$ cat src/sv/assert_macros.svh
// ---------------------------------------------------------------------------
// assert_macros.svh
// Concurrent assertion helpers, compiled out when SYNTH is defined.
// ---------------------------------------------------------------------------
`ifndef ASSERT_MACROS_SVH
`define ASSERT_MACROS_SVH

`ifndef SYNTH
// clocked assertion, muted while reset is active
`define ASSERT_CLK_RST(lbl, clk_i, rstn_i, prop, msg) \
	lbl: assert property (@(posedge clk_i) disable iff (!rstn_i) (prop)) else $error(msg);
// shorthand for the block clock and reset
`define ASSERT_STD(lbl, prop, msg) \
	`ASSERT_CLK_RST(lbl, clk, arst_n, prop, msg)
`else
`define ASSERT_CLK_RST(lbl, clk_i, rstn_i, prop, msg)
`define ASSERT_STD(lbl, prop, msg)
`endif

`endif

$ cat src/sv/scd_pkg.sv
// ---------------------------------------------------------------------------
// scd_pkg
// Shared types and constants of the SCAN disk scheduler.
// ---------------------------------------------------------------------------
package scd_pkg;

	localparam int CYL_W       = 16;
	localparam int SEEK_W      = 22;
	localparam int MAX_REQ_DEF = 63;

	localparam logic [CYL_W-1:0] TOP_RESET = 16'd199;

	// one input item
	typedef struct packed {
		logic [CYL_W-1:0] start_head;
		logic [CYL_W-1:0] request_cylinder;
		logic             last_request;
	} scd_in_t;

	// one result item
	typedef struct packed {
		logic [CYL_W-1:0]  move_from;
		logic [CYL_W-1:0]  move_to;
		logic [SEEK_W-1:0] total_seek;
		logic              last_move;
	} scd_out_t;

	// schedule launch from the loader to the sequencer
	typedef struct packed {
		logic             go;
		logic [CYL_W-1:0] head;
		logic [CYL_W-1:0] top;
	} scd_cmd_t;

endpackage

$ cat src/sv/scd_req_mem.sv
// ---------------------------------------------------------------------------
// scd_req_mem
// Request store: one write port, one read port, registered read data.
// ---------------------------------------------------------------------------
module scd_req_mem
	import scd_pkg::*;
#(
	parameter int DEPTH = MAX_REQ_DEF,
	parameter int AW    = (DEPTH > 1) ? $clog2(DEPTH) : 1
) (
	input  logic             clk,
	input  logic             wr_en,
	input  logic [AW-1:0]    wr_addr,
	input  logic [CYL_W-1:0] wr_data,
	input  logic             rd_en,
	input  logic [AW-1:0]    rd_addr,
	output logic [CYL_W-1:0] rd_data
);

	logic [CYL_W-1:0] mem_q [DEPTH];
	logic [CYL_W-1:0] rd_data_q;

	// write port
	always_ff @(posedge clk) begin
		if (wr_en) begin
			mem_q[wr_addr] <= wr_data;
		end
	end

	// read port, registered read data
	always_ff @(posedge clk) begin
		if (rd_en) begin
			rd_data_q <= mem_q[rd_addr];
		end
	end

	assign rd_data = rd_data_q;

endmodule

$ cat src/sv/scd_sched.sv
// ---------------------------------------------------------------------------
// scd_sched
// Schedule sequencer: one memory scan per move picks the next cylinder in
// SCAN order, then emits the move with its running seek total.
// ---------------------------------------------------------------------------
module scd_sched
	import scd_pkg::*;
#(
	parameter int MAX_REQUESTS = MAX_REQ_DEF,
	parameter int CW = $clog2(MAX_REQUESTS + 1),
	parameter int IW = (MAX_REQUESTS > 1) ? $clog2(MAX_REQUESTS) : 1
) (
	input  logic             clk,
	input  logic             arst_n,
	input  scd_cmd_t         cmd,
	input  logic [CW-1:0]    cnt,
	output logic             rd_en,
	output logic [IW-1:0]    rd_addr,
	input  logic [CYL_W-1:0] rd_data,
	output logic             busy,
	output logic             res_valid,
	output scd_out_t         res
);

	localparam int KW = CYL_W + CW;
	// index above every stored entry; key {head, SENT} splits above/at-or-below
	localparam logic [CW-1:0] SENT = CW'(MAX_REQUESTS);

	typedef enum logic {S_IDLE, S_SCAN} state_t;
	typedef enum logic {PH_UP, PH_DOWN} phase_t;

	state_t           state_q;
	phase_t           phase_q;
	logic [CW-1:0]    cnt_q;
	logic [CYL_W-1:0] head_q;
	logic [CYL_W-1:0] top_q;
	logic [CW-1:0]    ptr_q;
	logic             vld_s1;
	logic [CW-1:0]    idx_s1;
	logic [KW-1:0]    cur_q;
	logic [KW-1:0]    best_q;
	logic             found_q;
	logic [CW-1:0]    emitted_q;
	logic [CYL_W-1:0] pos_q;
	logic [SEEK_W-1:0] total_q;
	logic             res_valid_q;
	scd_out_t         res_q;

	logic              issue;
	logic              scan_done;
	logic [KW-1:0]     key_s1;
	logic              hit;
	logic [CYL_W-1:0]  target;
	logic [CYL_W-1:0]  move_dist;
	logic [SEEK_W-1:0] total_nxt;
	logic              final_mv;

	// read issue over the loaded entries
	assign issue     = (state_q == S_SCAN) && (ptr_q != cnt_q);
	assign rd_en     = issue;
	assign rd_addr   = ptr_q[IW-1:0];
	assign scan_done = (state_q == S_SCAN) && (ptr_q == cnt_q) && !vld_s1;

	// key = {cylinder, index}: ties between equal cylinders break by index
	assign key_s1 = {rd_data, idx_s1};

	always_comb begin
		hit = 1'b0;
		if (vld_s1) begin
			case (phase_q)
				PH_UP:   hit = (key_s1 > cur_q) && (!found_q || (key_s1 < best_q));
				PH_DOWN: hit = (key_s1 < cur_q) && (!found_q || (key_s1 > best_q));
				default: hit = 1'b0;
			endcase
		end
	end

	// move target: next pick, or the top cylinder at the turn
	assign target    = found_q ? best_q[KW-1 -: CYL_W] : top_q;
	assign move_dist = (target >= pos_q) ? (target - pos_q) : (pos_q - target);
	assign total_nxt = total_q + SEEK_W'(move_dist);
	assign final_mv  = (emitted_q == cnt_q);

	// sequencer state and registered results
	always_ff @(posedge clk or negedge arst_n) begin
		if (!arst_n) begin
			state_q     <= S_IDLE;
			phase_q     <= PH_UP;
			cnt_q       <= '0;
			head_q      <= '0;
			top_q       <= '0;
			ptr_q       <= '0;
			vld_s1      <= 1'b0;
			idx_s1      <= '0;
			cur_q       <= '0;
			best_q      <= '0;
			found_q     <= 1'b0;
			emitted_q   <= '0;
			pos_q       <= '0;
			total_q     <= '0;
			res_valid_q <= 1'b0;
			res_q       <= '0;
		end else begin
			res_valid_q <= 1'b0;
			vld_s1      <= issue;
			idx_s1      <= ptr_q;
			case (state_q)
				S_IDLE: begin
					if (cmd.go) begin
						state_q   <= S_SCAN;
						phase_q   <= PH_UP;
						cnt_q     <= cnt;
						head_q    <= cmd.head;
						top_q     <= cmd.top;
						cur_q     <= {cmd.head, SENT};
						ptr_q     <= '0;
						found_q   <= 1'b0;
						emitted_q <= '0;
						pos_q     <= cmd.head;
						total_q   <= '0;
					end
				end
				S_SCAN: begin
					if (issue) begin
						ptr_q <= ptr_q + 1'b1;
					end
					if (hit) begin
						best_q  <= key_s1;
						found_q <= 1'b1;
					end
					if (scan_done) begin
						res_valid_q         <= 1'b1;
						res_q.move_from     <= pos_q;
						res_q.move_to       <= target;
						res_q.total_seek    <= total_nxt;
						res_q.last_move     <= final_mv;
						pos_q               <= target;
						total_q             <= total_nxt;
						emitted_q           <= emitted_q + 1'b1;
						ptr_q               <= '0;
						found_q             <= 1'b0;
						if (found_q) begin
							cur_q <= best_q;
						end else begin
							// turn at the top, then sweep down
							phase_q <= PH_DOWN;
							cur_q   <= {head_q, SENT};
						end
						if (final_mv) begin
							state_q <= S_IDLE;
						end
					end
				end
				default: state_q <= S_IDLE;
			endcase
		end
	end

	assign busy      = (state_q != S_IDLE);
	assign res_valid = res_valid_q;
	assign res       = res_q;

endmodule

$ cat src/sv/scan_disk_scheduler_unit.sv
// ---------------------------------------------------------------------------
// scan_disk_scheduler_unit
// SCAN (elevator) disk scheduler: loads a batch of requests, then emits the
// head moves in SCAN order with the running seek total.
// ---------------------------------------------------------------------------
//  channel   | handshake            | payload
//  ----------+----------------------+-------------------------------
//  request   | start & !busy        | scd_in_t (head, cylinder, last)
//  result    | result_valid strobe  | scd_out_t (from, to, total, last)
//  config    | cfg_we               | cfg_data -> top_cylinder
//
// A request item is taken when start is high and busy is low. After the last
// item of a batch of N requests the block emits N+1 moves, each after one
// full scan of the request memory through its single read port, with busy
// high throughout. Reset clears counts and the sequencer; the request memory
// needs no clearing. Results are one-cycle strobes and cannot be held off.
// ---------------------------------------------------------------------------
`include "assert_macros.svh"

module scan_disk_scheduler_unit
	import scd_pkg::*;
#(
	parameter int MAX_REQUESTS = MAX_REQ_DEF
) (
	input  logic             clk,
	input  logic             arst_n,
	input  logic             start,
	output logic             busy,
	input  scd_in_t          request,
	output logic             result_valid,
	output scd_out_t         result,
	input  logic             cfg_we,
	input  logic [CYL_W-1:0] cfg_data
);

	localparam int CW = $clog2(MAX_REQUESTS + 1);
	localparam int IW = (MAX_REQUESTS > 1) ? $clog2(MAX_REQUESTS) : 1;

	logic [CYL_W-1:0] top_q;
	logic [CW-1:0]    count_q;
	logic [CYL_W-1:0] head_q;

	logic             accept;
	logic             full;
	logic [CYL_W-1:0] req_clamped;
	logic [CW-1:0]    cnt_next;
	scd_cmd_t         cmd;
	logic             rd_en;
	logic [IW-1:0]    rd_addr;
	logic [CYL_W-1:0] rd_data;
	logic             sched_busy;

	// item intake
	assign accept      = start && !busy;
	assign full        = (count_q == CW'(MAX_REQUESTS));
	assign req_clamped = (request.request_cylinder > top_q) ? top_q : request.request_cylinder;
	assign cnt_next    = full ? count_q : (count_q + 1'b1);

	assign cmd.go   = accept && request.last_request;
	assign cmd.head = (count_q == '0) ? request.start_head : head_q;
	assign cmd.top  = top_q;

	// config register
	always_ff @(posedge clk or negedge arst_n) begin
		if (!arst_n) begin
			top_q <= TOP_RESET;
		end else if (cfg_we) begin
			top_q <= cfg_data;
		end
	end

	// batch fill count and start head
	always_ff @(posedge clk or negedge arst_n) begin
		if (!arst_n) begin
			count_q <= '0;
			head_q  <= '0;
		end else if (accept) begin
			if (count_q == '0) begin
				head_q <= request.start_head;
			end
			count_q <= request.last_request ? '0 : cnt_next;
		end
	end

	scd_req_mem #(
		.DEPTH (MAX_REQUESTS),
		.AW    (IW)
	) u_mem (
		.clk     (clk),
		.wr_en   (accept && !full),
		.wr_addr (count_q[IW-1:0]),
		.wr_data (req_clamped),
		.rd_en   (rd_en),
		.rd_addr (rd_addr),
		.rd_data (rd_data)
	);

	scd_sched #(
		.MAX_REQUESTS (MAX_REQUESTS),
		.CW           (CW),
		.IW           (IW)
	) u_sched (
		.clk       (clk),
		.arst_n    (arst_n),
		.cmd       (cmd),
		.cnt       (cnt_next),
		.rd_en     (rd_en),
		.rd_addr   (rd_addr),
		.rd_data   (rd_data),
		.busy      (sched_busy),
		.res_valid (result_valid),
		.res       (result)
	);

	assign busy = sched_busy;

	// checks
	`ASSERT_STD(a_go_busy, cmd.go |=> busy, "schedule did not start after last item")
	`ASSERT_STD(a_last_idle, result_valid && result.last_move |-> !busy, "busy after final move")
	`ASSERT_STD(a_mid_busy, result_valid && !result.last_move |-> busy, "idle before final move")
	`ASSERT_STD(a_cnt_clr, busy |-> (count_q == '0), "batch count not cleared during schedule")

endmodule

$ cat config.mk
export PLATFORM = sky130hd
export DESIGN_NAME = scan_disk_scheduler_unit
export DESIGN_NICKNAME = d
export VERILOG_FILES = /design/src/sv/scd_pkg.sv /design/src/sv/scd_req_mem.sv /design/src/sv/scd_sched.sv /design/src/sv/scan_disk_scheduler_unit.sv
export VERILOG_INCLUDE_DIRS = /design/src /design/src/sv
export SDC_FILE = /design/constraint.sdc
export NUM_CORES = 2
export LEC_CHECK = 0
export BUFFER_PORTS_ARGS = -buffer_cell sky130_fd_sc_hd__buf_2
export CAP_MARGIN = 0
export CORE_UTILIZATION = 51
export DETAILED_ROUTE_END_ITERATION = 10
export PLACE_DENSITY = 0.78
export SYNTH_ARGS = -nofsm -noshare
export SYNTH_HDL_FRONTEND = slang
export SYNTH_HIERARCHICAL = 1
export SYNTH_SLANG_ARGS = --single-unit
$ cat constraint.sdc
create_clock -name clk -period 5.35 [get_ports clk]
set_input_delay 1.605 -clock clk [delete_from_list [all_inputs] [get_ports clk]]
set_output_delay 1.605 -clock clk [all_outputs]
set_load 0.02 [all_outputs]
==> run metrics <==
status complete, no violations; Die X 327 um; DIE HEIGHT 327 um; Core Box Area 104000 um^2; hold-fix buffers at CTS 0; Critical Path Start Type register; TNS Setup 0 ns; Final Hold Fails 0; fin crit share 95.5%; CTS clk-pin slew, worst paths 0.06 ns; fmax 196 MHz; via count 32.0k; FP Rows 118; WP data required 5.85 ns; DRC 0; Placer Congestion 0.927; Initial Utilization 51.7%; Tightest Hold Check Type register to register; Worst Max-Slew Pin Slew 1.11 ns; top_reg_cell synth edfxtp_1; first-pass GRT wire length 206000 um; CP Class register to register; htree depth 3; First DRT Iteration DRCs 3996; GRT Overall Usage 25.9%; number of flops mapped to enable cells by yosys 1024; port bufs 109; syn_area_per_cell 15.8 um^2; Area contributors post-synth edfxtp_1, dfrtp_1, mux4_2; Mapped Cells 3405; Routed WL 139000 um; max_cap viols 0; register area share after synthesis 68.1%; yosys warns 6; # fillers 7525; Async SR Flop Fraction 18.7%; Slew Limit Fails 0; DRT Pass-1 Iters 5; DRT antenna net count 0; Syn Nets 3574; post-synth top area share 57.1%; Synth-to-Final Area Change 13.7%; Cell Pwr Density 607 nW/um^2; TritonCTS clock tree done; CTS buffer count 119; Leak Pwr 22.6 nW; Post-Place Cells 4878; Final Net Count 3802; vias in the first global route 32.2k; worst vdd ir 0.000543 V; CP Data Arrival Time 5.61 ns; Yosys reg bits 1260; # setup viols final 0; Die ar. 107000 um^2; Wirelength per Cell 27.2 um; Max Clock Skew 0.0775 ns; initial antenna violation count 6; layout cell share with drive strength beyond 1 22.6%; Worst slew margin 25.8%; leading area contributor after synthesis edfxtp_1; fin crit period 5.11 ns; Worst-Skew Late Latency 0.73 ns; Critical Path Fanout Max 11; Mapped Area 53800 um^2; io pins 110; Vias per Instance 6.26; root buffer cell clkbuf_16; post-synth cell types 84; Post-DP HPWL 84900 um; Crit. End Element register; fin cells 5121; Longest Clk Path Bufs 3; number of clock sinks 1260; largest net degree at the start of global routing 100; gr ovfl total 0
## synth_stat cells (50+ instances only)
library cell,n
dfrtp_1,231
mux2i_1,96
a21o_1,50
nor2_1,132
o21ai_0,139
edfxtp_1,1024
ha_1,113
nand2_1,376
inv_1,109
mux4_2,225
a21oi_1,92
nand3_1,69
clkbuf_1,99
## flip-flops by register name, summed over array words and instances, names as in the netlist, 22 cells and up
register / cells
u_mem/mem_q: 1008
u_sched/best_q: 22
u_sched/cur_q: 22
u_sched/res: 55
u_sched/total_q: 22
## path summary, 6_finish.rpt
kind	from	to	slack [ns]	cells past startpoint
max in group asynchronous	arst_n	top_q[2]	3.50	2
setup / recovery	u_sched/found_q	u_sched/total_q[16]	0.24	21
hold / removal	head_q[4]	head_q[4]	0.47	2
setup reg to reg	u_sched/found_q	u_sched/total_q[16]	0.24	21
hold reg to reg	head_q[4]	head_q[4]	0.47	2
min in group asynchronous	arst_n	u_sched/cur_q[0]	0.93	1
## stage by stage
step	hold WS, ns	total power [mW]	instance area [um^2]	util, %	worst slack [ns]
global route	0.488	38.9	61200	58.8	-0.0164
global placement	0.450	27.2	56800	54.6	0.0873
floorplan	0.439	23.1	53900	-	0.00138
finish	0.470	37.1	61200	58.8	0.240
CTS	0.471	36.4	60900	58.5	0.0109
detailed placement	0.456	27.5	56800	54.6	0.0465
## kinds of logic (layout without fill, tap and decap cells)
kind of cell / after synthesis / in the layout / synth area share (%)
flops: 1260 / 1260 / 68.1
simple gates: 762 / 762 / 6.54
compound gates: 547 / 547 / 6.79
mux: 376 / 376 / 12.5
buf+inv: 298 / 631 / 2.59
fa+ha+maj: 116 / 116 / 2.74
xor+xnor: 46 / 46 / 0.748
other cells: 0 / 3 / 0
## critical path, stage by stage (launching register included)
cell and delay [ns]:
dfrtp_4 0.51, clkbuf_4 0.20, buf_4 0.15, mux2i_2 0.17, inv_1 0.07, ha_1 0.30, nand4_1 0.12, or3_4 0.41
a21o_1 0.20, a31oi_4 0.19, buf_12 0.15, buf_8 0.15, mux2_2 0.39, o32ai_2 0.27, xor2_1 0.22, ha_1 0.32
a21o_1 0.18, a21o_1 0.19, a31o_2 0.24, a21oi_4 0.20, xor2_1 0.18, o21ai_0 0.10
## placed cells by master, fill, tap and decap left out, drive strengths merged, types with 54 or more instances in the layout
cell type / synthesis / routed
a21oi: 93 / 93
buf: 90 / 295
clkbuf: 99 / 144
dfrtp: 231 / 231
edfxtp: 1024 / 1024
ha: 113 / 113
inv: 109 / 116
mux2: 54 / 54
mux2i: 96 / 96
mux4: 226 / 226
nand2: 377 / 377
nand3: 79 / 79
nor2: 132 / 132
o21ai: 144 / 144
## final cells by class
type / instances / area (um^2) / area share (%)
inverters: 109 / 409 / 0.668
flip-flops and latches: 1260 / 36700 / 59.9
repair buffers: 296 / 2230 / 3.64
clock inverters: 83 / 993 / 1.62
multi-input cells: 1847 / 16100 / 26.2
clock buffers: 143 / 3130 / 5.11
diodes: 3 / 7.51 / 0.0123
well taps: 1380 / 1730 / 2.82
## per-layer routing
| layer | vias up | routed length, um | global-route usage [%] |
|---|---|---|---|
| li1 | 13632 | - | - |
| met1 | 16156 | 51500 | 34.0 |
| met2 | 1888 | 68500 | 43.0 |
| met3 | 371 | 12700 | 4.24 |
| met4 | 2 | 6470 | 11.3 |
| met5 | - | 13 | 0 |
## report_power, final
group | switching, mW | leakage (nW) | internal, mW | total [mW]
logic | 8.93 | 8.34 | 6.57 | 15.5
registers | 0.909 | 12.2 | 11.9 | 12.8
clock network | 3.77 | 2.01 | 5.12 | 8.88
total | 13.6 | 22.6 | 23.5 | 37.1
## timing repair
item,CTS,global route
setup buffers,0,14
resized for setup,1,44
pin swaps,0,13
setup endpoints to repair,3,24
Note: power is estimated with default switching activity, not from simulation.
